### config.mk
export PLATFORM = sky130hd
export DESIGN_NAME = boot_keyboard_to_ascii_repeat_unit
export DESIGN_NICKNAME = d
export VERILOG_FILES = /design/src/rtl/bkar_pkg.sv /design/src/rtl/boot_keyboard_to_ascii_repeat_unit.sv /design/src/rtl/bkar_lane.sv /design/src/rtl/bkar_merge.sv /design/src/rtl/bkar_outq.sv
export SDC_FILE = /design/constraint.sdc
export NUM_CORES = 1
export LEC_CHECK = 0
export ABC_AREA = 0
export BUFFER_PORTS_ARGS = -buffer_cell sky130_fd_sc_hd__buf_2
export CAP_MARGIN = 20
export CORE_ASPECT_RATIO = 1.5
export CORE_MARGIN = 2
export CORE_UTILIZATION = 36
export CTS_BUF_LIST = sky130_fd_sc_hd__clkbuf_8 sky130_fd_sc_hd__clkbuf_16
export DETAILED_ROUTE_END_ITERATION = 12
export GPL_TIMING_DRIVEN = 0
export HOLD_SLACK_MARGIN = 0.15
export PLACE_DENSITY_LB_ADDON = 0.2
export SLEW_MARGIN = 20
export SYNTH_ARGS = -nofsm -noshare
export SYNTH_HDL_FRONTEND = slang
export SYNTH_SLANG_ARGS = --single-unit
### constraint.sdc
create_clock -name clk -period 10.66 [get_ports clk]
set_clock_uncertainty 0.15 [all_clocks]
set_input_delay 1.599 -clock clk [delete_from_list [all_inputs] [get_ports clk]]
set_output_delay 1.599 -clock clk [all_outputs]
set_load 0.02 [all_outputs]
### src/rtl/bkar_pkg.sv
// Shared types, constants and key code tables for the boot keyboard decoder.
package bkar_pkg;

  localparam int KEYS_PER_REPORT = 6;
  localparam int DATA_W          = 8;
  localparam int CNT_W           = 16;
  localparam int CFG_IDX_W       = 2;
  localparam int IN_DATA_W       = DATA_W * (KEYS_PER_REPORT + 1);

  // Configuration register indexes
  localparam logic [CFG_IDX_W-1:0] REG_REPEAT_DELAY    = 2'd0;
  localparam logic [CFG_IDX_W-1:0] REG_REPEAT_INTERVAL = 2'd1;

  localparam logic [CNT_W-1:0] DELAY_RST    = 16'd500;
  localparam logic [CNT_W-1:0] INTERVAL_RST = 16'd33;
  localparam logic [CNT_W-1:0] CNT_MAX      = 16'hFFFF;

  // Key codes and special result codes
  localparam logic [7:0] KEY_LEFT         = 8'h50;
  localparam logic [7:0] KEY_RIGHT        = 8'h4F;
  localparam logic [7:0] CODE_SHIFT_LEFT  = 8'h90;
  localparam logic [7:0] CODE_SHIFT_RIGHT = 8'h91;
  localparam logic [7:0] CODE_CTRL_LBRK   = 8'd27;
  localparam logic [7:0] CODE_CTRL_BSLASH = 8'd28;
  localparam logic [7:0] CODE_CTRL_RBRK   = 8'd29;

  localparam logic [7:0] MOD_CTRL_MASK  = 8'h11;
  localparam logic [7:0] MOD_SHIFT_MASK = 8'h22;

  typedef logic [KEYS_PER_REPORT-1:0][7:0] key_arr_t;

  // What one lane found for its key slot
  typedef struct packed {
    logic       held;
    logic       emit;
    logic       start;
    logic [7:0] code;
  } lane_res_t;

  typedef lane_res_t [KEYS_PER_REPORT-1:0] lane_arr_t;

  // One run of results waiting for the output
  typedef struct packed {
    logic [KEYS_PER_REPORT-1:0]      mask;
    logic [KEYS_PER_REPORT-1:0][7:0] chars;
  } run_t;

  // Codes that give the same character with or without shift
  function automatic logic [7:0] common_char(input logic [6:0] code);
    logic [7:0] ch;
    ch = 8'h00;
    if (code >= 7'd89 && code <= 7'd97) begin
      ch = 8'h31 + {1'b0, code} - 8'd89;
    end else begin
      case (code)
        7'd40:   ch = 8'h0A;
        7'd41:   ch = 8'h1B;
        7'd42:   ch = 8'h08;
        7'd43:   ch = 8'h09;
        7'd44:   ch = 8'h20;
        7'd84:   ch = 8'h2F;
        7'd85:   ch = 8'h2A;
        7'd86:   ch = 8'h2D;
        7'd87:   ch = 8'h2B;
        7'd88:   ch = 8'h0A;
        7'd98:   ch = 8'h30;
        7'd99:   ch = 8'h2E;
        7'd103:  ch = 8'h3D;
        default: ch = 8'h00;
      endcase
    end
    return ch;
  endfunction

  function automatic logic [7:0] plain_char(input logic [6:0] code);
    logic [7:0] ch;
    ch = common_char(code);
    if (code >= 7'd4 && code <= 7'd29) begin
      ch = 8'h61 + {1'b0, code} - 8'd4;
    end else if (code >= 7'd30 && code <= 7'd38) begin
      ch = 8'h31 + {1'b0, code} - 8'd30;
    end else begin
      case (code)
        7'd39:   ch = 8'h30;
        7'd45:   ch = 8'h2D;
        7'd46:   ch = 8'h3D;
        7'd47:   ch = 8'h5B;
        7'd48:   ch = 8'h5D;
        7'd49:   ch = 8'h5C;
        7'd50:   ch = 8'h23;
        7'd51:   ch = 8'h3B;
        7'd52:   ch = 8'h27;
        7'd53:   ch = 8'h60;
        7'd54:   ch = 8'h2C;
        7'd55:   ch = 8'h2E;
        7'd56:   ch = 8'h2F;
        7'd74:   ch = 8'h84;
        7'd76:   ch = 8'h86;
        7'd77:   ch = 8'h85;
        7'd79:   ch = 8'h83;
        7'd80:   ch = 8'h82;
        7'd81:   ch = 8'h81;
        7'd82:   ch = 8'h80;
        default: ch = ch;
      endcase
    end
    return ch;
  endfunction

  function automatic logic [7:0] shift_char(input logic [6:0] code);
    logic [7:0] ch;
    ch = common_char(code);
    if (code >= 7'd4 && code <= 7'd29) begin
      ch = 8'h41 + {1'b0, code} - 8'd4;
    end else begin
      case (code)
        7'd30:   ch = 8'h21;
        7'd31:   ch = 8'h40;
        7'd32:   ch = 8'h23;
        7'd33:   ch = 8'h24;
        7'd34:   ch = 8'h25;
        7'd35:   ch = 8'h5E;
        7'd36:   ch = 8'h26;
        7'd37:   ch = 8'h2A;
        7'd38:   ch = 8'h28;
        7'd39:   ch = 8'h29;
        7'd45:   ch = 8'h5F;
        7'd46:   ch = 8'h2B;
        7'd47:   ch = 8'h7B;
        7'd48:   ch = 8'h7D;
        7'd49:   ch = 8'h7C;
        7'd50:   ch = 8'h7E;
        7'd51:   ch = 8'h3A;
        7'd52:   ch = 8'h22;
        7'd53:   ch = 8'h7E;
        7'd54:   ch = 8'h3C;
        7'd55:   ch = 8'h3E;
        7'd56:   ch = 8'h3F;
        default: ch = ch;
      endcase
    end
    return ch;
  endfunction

  function automatic logic [7:0] key_char(input logic [6:0] code, input logic shifted);
    return shifted ? shift_char(code) : plain_char(code);
  endfunction

endpackage

### src/rtl/boot_keyboard_to_ascii_repeat_unit.sv
// Top level: USB boot keyboard report decoder with typematic repeat.
// Path: an accepted beat's run is written into the output queue, then its first
//   character is registered onto out_tdata; later characters follow one per
//   cycle while out_tready is high.
// Throughput: one input beat per cycle while the two-run output queue has room;
//   a report gives at most six characters, sent through the single output register.
// Reset (rst_n low, synchronous): queue empty, no repeat, counters and
//   previous keys cleared, repeat delay 500 and interval 33 ticks.
module boot_keyboard_to_ascii_repeat_unit (
  input  logic                              clk,
  input  logic                              rst_n,
  // tdata: modifier_bits, key_0, key_1, key_2, key_3, key_4, key_5
  input  logic [bkar_pkg::IN_DATA_W-1:0]    in_tdata,
  // tuser: func (0 report, 1 millisecond tick)
  input  logic                              in_tuser,
  input  logic                              in_tvalid,
  output logic                              in_tready,
  // tdata: char_code
  output logic [7:0]                        out_tdata,
  // tlast: last_of_run
  output logic                              out_tlast,
  output logic                              out_tvalid,
  input  logic                              out_tready,
  input  logic                              cfg_valid,
  output logic                              cfg_ready,
  input  logic [bkar_pkg::CFG_IDX_W-1:0]    cfg_index,
  input  logic [bkar_pkg::CNT_W-1:0]        cfg_data
);
  import bkar_pkg::*;

  logic [CNT_W-1:0] delay_r;
  logic [CNT_W-1:0] interval_r;
  logic             accept;
  logic             shift;
  logic             ctrl;
  key_arr_t         keys;
  key_arr_t         prev_keys;
  lane_arr_t        lanes;
  logic             push;
  run_t             run;
  logic             has_room;

  // Configuration: always ready, writes beyond the list are dropped
  assign cfg_ready = 1'b1;

  always_ff @(posedge clk) begin
    if (!rst_n) begin
      delay_r    <= DELAY_RST;
      interval_r <= INTERVAL_RST;
    end else if (cfg_valid) begin
      case (cfg_index)
        REG_REPEAT_DELAY:    delay_r    <= cfg_data;
        REG_REPEAT_INTERVAL: interval_r <= cfg_data;
        default:             ;
      endcase
    end
  end

  // A beat enters whenever the queue can take a whole run
  assign in_tready = has_room;
  assign accept    = in_tvalid && in_tready;

  assign ctrl  = (in_tdata[7:0] & MOD_CTRL_MASK) != 8'h00;
  assign shift = (in_tdata[7:0] & MOD_SHIFT_MASK) != 8'h00;

  always_comb begin
    for (int i = 0; i < KEYS_PER_REPORT; i++) begin
      keys[i] = in_tdata[DATA_W*(i+1) +: DATA_W];
    end
  end

  // One lane per key slot, all decoded in the accept cycle
  for (genvar g = 0; g < KEYS_PER_REPORT; g++) begin : g_lane
    bkar_lane u_lane (
      .key       (keys[g]),
      .prev_keys (prev_keys),
      .shift     (shift),
      .ctrl      (ctrl),
      .res       (lanes[g])
    );
  end

  bkar_merge u_merge (
    .clk             (clk),
    .rst_n           (rst_n),
    .accept          (accept),
    .is_tick         (in_tuser),
    .shift           (shift),
    .keys            (keys),
    .lanes           (lanes),
    .repeat_delay    (delay_r),
    .repeat_interval (interval_r),
    .prev_keys       (prev_keys),
    .push            (push),
    .run             (run)
  );

  bkar_outq u_outq (
    .clk        (clk),
    .rst_n      (rst_n),
    .push       (push),
    .run        (run),
    .has_room   (has_room),
    .out_tvalid (out_tvalid),
    .out_tready (out_tready),
    .out_tdata  (out_tdata),
    .out_tlast  (out_tlast)
  );

endmodule

### src/rtl/bkar_lane.sv
// One decode lane: a single key slot against the previous report.
module bkar_lane (
  input  logic [7:0]          key,
  input  bkar_pkg::key_arr_t  prev_keys,
  input  logic                shift,
  input  logic                ctrl,
  output bkar_pkg::lane_res_t res
);
  import bkar_pkg::*;

  logic       valid;
  logic       seen;
  logic [7:0] ch;

  always_comb begin
    valid = (key != 8'h00) && !key[7];
    seen  = 1'b0;
    for (int i = 0; i < KEYS_PER_REPORT; i++) begin
      if (prev_keys[i] == key) seen = 1'b1;
    end
    ch = key_char(key[6:0], shift);

    res       = '0;
    res.held  = valid;
    if (valid && !seen) begin
      if (shift && key == KEY_LEFT) begin
        res.emit = 1'b1;
        res.code = CODE_SHIFT_LEFT;
      end else if (shift && key == KEY_RIGHT) begin
        res.emit = 1'b1;
        res.code = CODE_SHIFT_RIGHT;
      end else if (ctrl && ch >= 8'h61 && ch <= 8'h7A) begin
        res.emit  = 1'b1;
        res.start = 1'b1;
        res.code  = ch - 8'h60;
      end else if (ctrl && ch >= 8'h41 && ch <= 8'h5A) begin
        res.emit  = 1'b1;
        res.start = 1'b1;
        res.code  = ch - 8'h40;
      end else if (ctrl && (ch == 8'h5B || ch == 8'h7B)) begin
        res.emit = 1'b1;
        res.code = CODE_CTRL_LBRK;
      end else if (ctrl && (ch == 8'h5C || ch == 8'h7C)) begin
        res.emit = 1'b1;
        res.code = CODE_CTRL_BSLASH;
      end else if (ctrl && (ch == 8'h5D || ch == 8'h7D)) begin
        res.emit = 1'b1;
        res.code = CODE_CTRL_RBRK;
      end else begin
        // zero characters still arm repeat, they just emit nothing
        res.emit  = (ch != 8'h00);
        res.start = 1'b1;
        res.code  = ch;
      end
    end
  end

endmodule

### src/rtl/bkar_merge.sv
// Merge stage: combines lane results, holds key and typematic state, builds runs.
module bkar_merge (
  input  logic                         clk,
  input  logic                         rst_n,
  input  logic                         accept,
  input  logic                         is_tick,
  input  logic                         shift,
  input  bkar_pkg::key_arr_t           keys,
  input  bkar_pkg::lane_arr_t          lanes,
  input  logic [bkar_pkg::CNT_W-1:0]   repeat_delay,
  input  logic [bkar_pkg::CNT_W-1:0]   repeat_interval,
  output bkar_pkg::key_arr_t           prev_keys,
  output logic                         push,
  output bkar_pkg::run_t               run
);
  import bkar_pkg::*;

  key_arr_t         prev_r, prev_nxt;
  logic [6:0]       rkey_r, rkey_nxt;
  logic             rshift_r, rshift_nxt;
  logic [CNT_W-1:0] tsp_r, tsp_nxt;
  logic [CNT_W-1:0] tsr_r, tsr_nxt;
  logic             any_held;
  logic [7:0]       rep_ch;

  assign prev_keys = prev_r;

  always_comb begin
    prev_nxt   = prev_r;
    rkey_nxt   = rkey_r;
    rshift_nxt = rshift_r;
    tsp_nxt    = tsp_r;
    tsr_nxt    = tsr_r;
    any_held   = 1'b0;
    rep_ch     = key_char(rkey_r, rshift_r);
    run        = '0;

    if (accept && is_tick) begin
      if (tsp_r != CNT_MAX) tsp_nxt = tsp_r + 1'b1;
      if (tsr_r != CNT_MAX) tsr_nxt = tsr_r + 1'b1;
      if (rkey_r != 7'd0 && tsp_nxt >= repeat_delay && tsr_nxt >= repeat_interval) begin
        run.mask[0]  = (rep_ch != 8'h00);
        run.chars[0] = rep_ch;
        tsr_nxt      = '0;
      end
    end else if (accept) begin
      for (int i = 0; i < KEYS_PER_REPORT; i++) begin
        run.mask[i]  = lanes[i].emit;
        run.chars[i] = lanes[i].code;
        any_held     = any_held | lanes[i].held;
        // the highest slot that arms repeat wins
        if (lanes[i].start) begin
          rkey_nxt   = keys[i][6:0];
          rshift_nxt = shift;
          tsp_nxt    = '0;
          tsr_nxt    = '0;
        end
      end
      if (!any_held) rkey_nxt = 7'd0;
      prev_nxt = keys;
    end
  end

  assign push = accept && (run.mask != '0);

  always_ff @(posedge clk) begin
    if (!rst_n) begin
      prev_r   <= '0;
      rkey_r   <= 7'd0;
      rshift_r <= 1'b0;
      tsp_r    <= '0;
      tsr_r    <= '0;
    end else begin
      prev_r   <= prev_nxt;
      rkey_r   <= rkey_nxt;
      rshift_r <= rshift_nxt;
      tsp_r    <= tsp_nxt;
      tsr_r    <= tsr_nxt;
    end
  end

endmodule

### src/rtl/bkar_outq.sv
// Two-run queue and serialiser feeding the registered result channel.
module bkar_outq (
  input  logic           clk,
  input  logic           rst_n,
  input  logic           push,
  input  bkar_pkg::run_t run,
  output logic           has_room,
  output logic           out_tvalid,
  input  logic           out_tready,
  output logic [7:0]     out_tdata,
  output logic           out_tlast
);
  import bkar_pkg::*;

  run_t                       q_r [2];
  logic                       wr_ptr_r;
  logic                       rd_ptr_r;
  logic [1:0]                 cnt_r, cnt_nxt;
  logic                       out_valid_r;
  logic [7:0]                 out_data_r;
  logic                       out_last_r;
  logic                       load;
  logic                       pop;
  logic [KEYS_PER_REPORT-1:0] head_mask;
  logic [KEYS_PER_REPORT-1:0] low_bit;
  logic [KEYS_PER_REPORT-1:0] rem_mask;
  logic [7:0]                 sel_char;

  assign has_room = (cnt_r != 2'd2);
  assign load     = (cnt_r != 2'd0) && (!out_valid_r || out_tready);

  always_comb begin
    head_mask = q_r[rd_ptr_r].mask;
    low_bit   = head_mask & (~head_mask + 1'b1);
    rem_mask  = head_mask & ~low_bit;
    sel_char  = 8'h00;
    for (int i = 0; i < KEYS_PER_REPORT; i++) begin
      if (low_bit[i]) sel_char = sel_char | q_r[rd_ptr_r].chars[i];
    end
  end

  assign pop = load && (rem_mask == '0);

  always_comb begin
    cnt_nxt = cnt_r;
    if (push && !pop) cnt_nxt = cnt_r + 1'b1;
    else if (pop && !push) cnt_nxt = cnt_r - 1'b1;
  end

  // payload: a push never lands on the head while the head is in use
  always_ff @(posedge clk) begin
    if (push) q_r[wr_ptr_r] <= run;
    if (load) begin
      q_r[rd_ptr_r].mask <= rem_mask;
      out_data_r         <= sel_char;
      out_last_r         <= (rem_mask == '0);
    end
  end

  always_ff @(posedge clk) begin
    if (!rst_n) begin
      wr_ptr_r    <= 1'b0;
      rd_ptr_r    <= 1'b0;
      cnt_r       <= 2'd0;
      out_valid_r <= 1'b0;
    end else begin
      cnt_r <= cnt_nxt;
      if (push) wr_ptr_r <= ~wr_ptr_r;
      if (pop) rd_ptr_r <= ~rd_ptr_r;
      if (load) out_valid_r <= 1'b1;
      else if (out_tready) out_valid_r <= 1'b0;
    end
  end

  assign out_tvalid = out_valid_r;
  assign out_tdata  = out_data_r;
  assign out_tlast  = out_last_r;

endmodule

==> out/results.ini <==
[timing]
hold_viol_final = 0
setup_slack_ps = 1490
worst_pin_slew_ps = 1260
timing.slew.headroom_pct = 15.8
rsz0062_at_grt = false
max_freq_ghz = 0.109
setup_viol = 0
min_period_over_period_pct = 86.0
min_period_ps = 9170
finalSetupTns_ps = 0
slew_violations = 0

[critical_path]
arrival_ps = 9490
crit_family = buffers and inverters
crit_chain = buf_2 > nor2_1 > clkbuf_1 > clkbuf_2 > clkbuf_1 > clkbuf_1 > buf_1 > o21ai_0 > and3b_1 > inv_1 > ha_1 > nor4bb_1 > nand4bb_1 > o211a_1 > o21a_1 > nor2_1 > a311oi_1 > a21oi_1 > o31ai_1
worstSetupPathType = in2reg
crit_path_start_kind = primary input
r2r_setup_slack_ps = 4210
r2r-end = u_outq.q_r[1][53]
setup.worst_path.end = u_merge.rkey_r[5]
required_ps = 10980
reg2reg_from = u_merge.rkey_r[0]
cp-startpoint = in_tdata[5]
crit_cells = 19
worstSetupEndpointType = register
cpMostUsedCell = clkbuf_1
rr_worst_depth = 17
crit_fanout = 10
slowest_stage = clkbuf_1
crit_buf_inv = 7
critPathMaxStageDelay_ps = 880

[power_and_ir_drop]
ir_drop_uv = 114
power_frac_seq_pct = 30.3
power_switching_mw = 1.67
p_comb_share_pct = 43.5
p_per_area_nw_per_um2 = 128
p_clk_share_pct = 26.2
switching_share_pct = 41.3
internal-power_mw = 2.38
leakage_nw = 11.1

[die]
core_area_um2 = 79600
start_util_pct = 36.2
die-area_um2 = 82400
pin_count = 92
die_w_um = 235
die_h_um = 351
rows = 127

[place]
dp_cells = 4931
placed_cell_area_um2 = 30600
dp_slack_ps = 753
place_congestion = 1.05
portBuffers = 76
dpl.hpwl_um = 101000

[cts]
insertion_delay_ps = 590
cts_sinks = 243
cts.htree.levels = 1
path_clk_slew_ps = 80
cts_tree = yes
root_buffer = clkbuf_16
cts_buffers = 26
clockBufferDepth = 3
cts-hold-fix-buffers = 0
postCtsSetupBuffers = 0
cts_resized = 0

[yosys]
async_reset_ff_share_pct = 0
synth_top_family_by_area = compound AO/OA/AOI/OAI gates
yosysWarnings = 0
synth_area_leaders = edfxtp_1 12%, dfxtp_1 8.7%, xnor2_1 7.8%
syn_inst = 3821
synth_largest_area_cell = edfxtp_1
synth_area_per_cell_um2 = 7.55
yosysSeqAreaShare_pct = 20.9
yosysTopAreaCellShare_pct = 12.2
syn_area_um2 = 28800
synthMuxAreaShare_pct = 1.77
synth_xor_area_share_pct = 11.6
synth_compound_area_share_pct = 27.8
netlist-cell-type-count = 120
synth_edf_count = 117
synth.ff_latch_count = 243
synthAdderAreaFrac_pct = 4.69
synthSimpleGateAreaFrac_pct = 26.4
synth_fp_nets = 4009
synth_ff_type = dfxtp_1

[global_route]
grt_max_degree = 51
antenna_found_initial = 5
overflow = 0
grt_pass1_vias = 30900
grt_first_pass_wirelength_um = 196000
track_usage_pct = 30.8

[detailed_routing]
drc_errors = 0
routedWlPerCell_um = 26.6
dr.pass1.iters = 11
vias_per_cell = 6.43
vias = 32000
drt-total-wl_um = 133000
drtIter0Drc = 3869
detail-route-antenna-nets = 0

[finish]
fin_area_um2 = 31600
final_cell_count_no_fill = 4980
area_delta_synth_final_pct = 9.60
final_nets = 4116
drive_above_1_share_pct = 8.23
antenna_cells = 0
postLayoutCoreUtil_pct = 39.7

[worst_hold_path]
hold_depth = 2
hold_class = reg2reg

[status]
status = completed

[flow_run]
cap_viol_max_count = 0

==> cell type report <==
type | count | area (µm²)
Buffer | 341 | 1440
Clock buffer | 27 | 676
Clock inverter | 21 | 309
Fill cell | 8288 | 48000
Inverter | 136 | 510
Multi-Input combinational cell | 3101 | 20900
Sequential cell | 243 | 6040
Tap cell | 1032 | 1290
Timing Repair Buffer | 79 | 440
==> power groups by stage <==
stage / combinational (mW) / sequential [mW] / clock, mW
5_1_grt: 1.87 / 1.24 / 1.11
3_5_place_dp: 1.72 / 1.24 / 0
6_report: 1.76 / 1.23 / 1.06
4_1_cts: 1.72 / 1.22 / 1.08
2_1_floorplan: 1.12 / 1.25 / 0
3_3_place_gp: 1.70 / 1.25 / 0
==> worst min-delay path by stage <==
| stage | start | end |
|---|---|---|
| floorplan | delay_r[10] | delay_r[10] |
| global placement | interval_r[14] | interval_r[14] |
| detailed placement | delay_r[13] | delay_r[13] |
| CTS | delay_r[13] | delay_r[13] |
| global route | delay_r[13] | delay_r[13] |
| finish | delay_r[13] | delay_r[13] |
==> worst min-delay path, stage by stage, from the launching register on <==
cell	delay, ps
dfxtp_1	310
nand2_1	50
a21boi_0	60
==> registers in the layout (all words and copies together) (netlist names), named ones only <==
register and flops:
u_outq.cnt_r 2, u_outq.out_tlast 1, u_outq.rd_ptr_r 1, u_merge.rshift_r 1, u_merge.tsr_r 16, interval_r 16
u_outq.out_tdata 8, u_outq.out_tvalid 1, u_merge.tsp_r 16, u_merge.prev_keys 48, u_outq.q_r 108, u_outq.wr_ptr_r 1
delay_r 16, u_merge.rkey_r 7
==> per-layer routing <==
| metal | global-route usage (%) | wire length [µm] |
|---|---|---|
| met1 | 33.8 | 48200 |
| met2 | 54.7 | 64200 |
| met3 | 3.73 | 9060 |
| met4 | 22.7 | 11200 |
| met5 | 0 | 13 |
==> synthesized netlist by cell type, drive strengths merged (102+ instances only) <==
library cell and n:
inv 134, nand2 411, ha 108, xnor2 257, buf 180, a21oi 188, clkbuf 161, dfxtp 126
nand3 102, edfxtp 117, xor2 125, o21ai 141, nor3 102, nor2 279
==> per-stage QoR <==
step | hold WS [ps] | power, mW
finish | 317 | 4.05
global placement | 305 | 2.95
global route | 345 | 4.22
floorplan | 293 | 2.36
CTS | 322 | 4.02
detailed placement | 312 | 2.96
==> cell families (layout without fill, tap and decap cells) <==
family                   Yosys count  count (layout)
flip-flops                       243             243
buffers and inverters            477             604
other                              1               1
AO/OA/AOI/OAI                   1091            1091
multiplexers                      49              49
XOR/XNOR                         382             382
adder cells (fa/ha/maj)          108             108
AND/OR/NAND/NOR                 1470            1470
==> placed cells by master (no fill, tap or decap), types with 21 or more instances in the layout <==
cell         n
clkbuf_16   27
a22oi_1     31
o211ai_1    62
nor4_1      48
nor2b_1     69
a21o_1      31
buf_2      145
and2_1      41
or2_2       31
nand3b_1    26
xor2_1     125
edfxtp_1   117
nor3b_1     21
and3_1      37
a22o_1      28
nand2_1    411
mux2i_1     34
xnor2_1    257
nand4_1     87
a31oi_1     66
o22ai_1     54
a21boi_0    89
nand3_1    102
inv_1      135
buf_1      101
nor3_1     101
a211oi_1    39
a32oi_1     25
ha_1       108
dfxtp_1    126
o21ai_0    136
nor2_1     278
clkbuf_1   159
a21oi_1    184
or3_1       28
nand2b_1    70
Power figures use the tool's default switching activity.
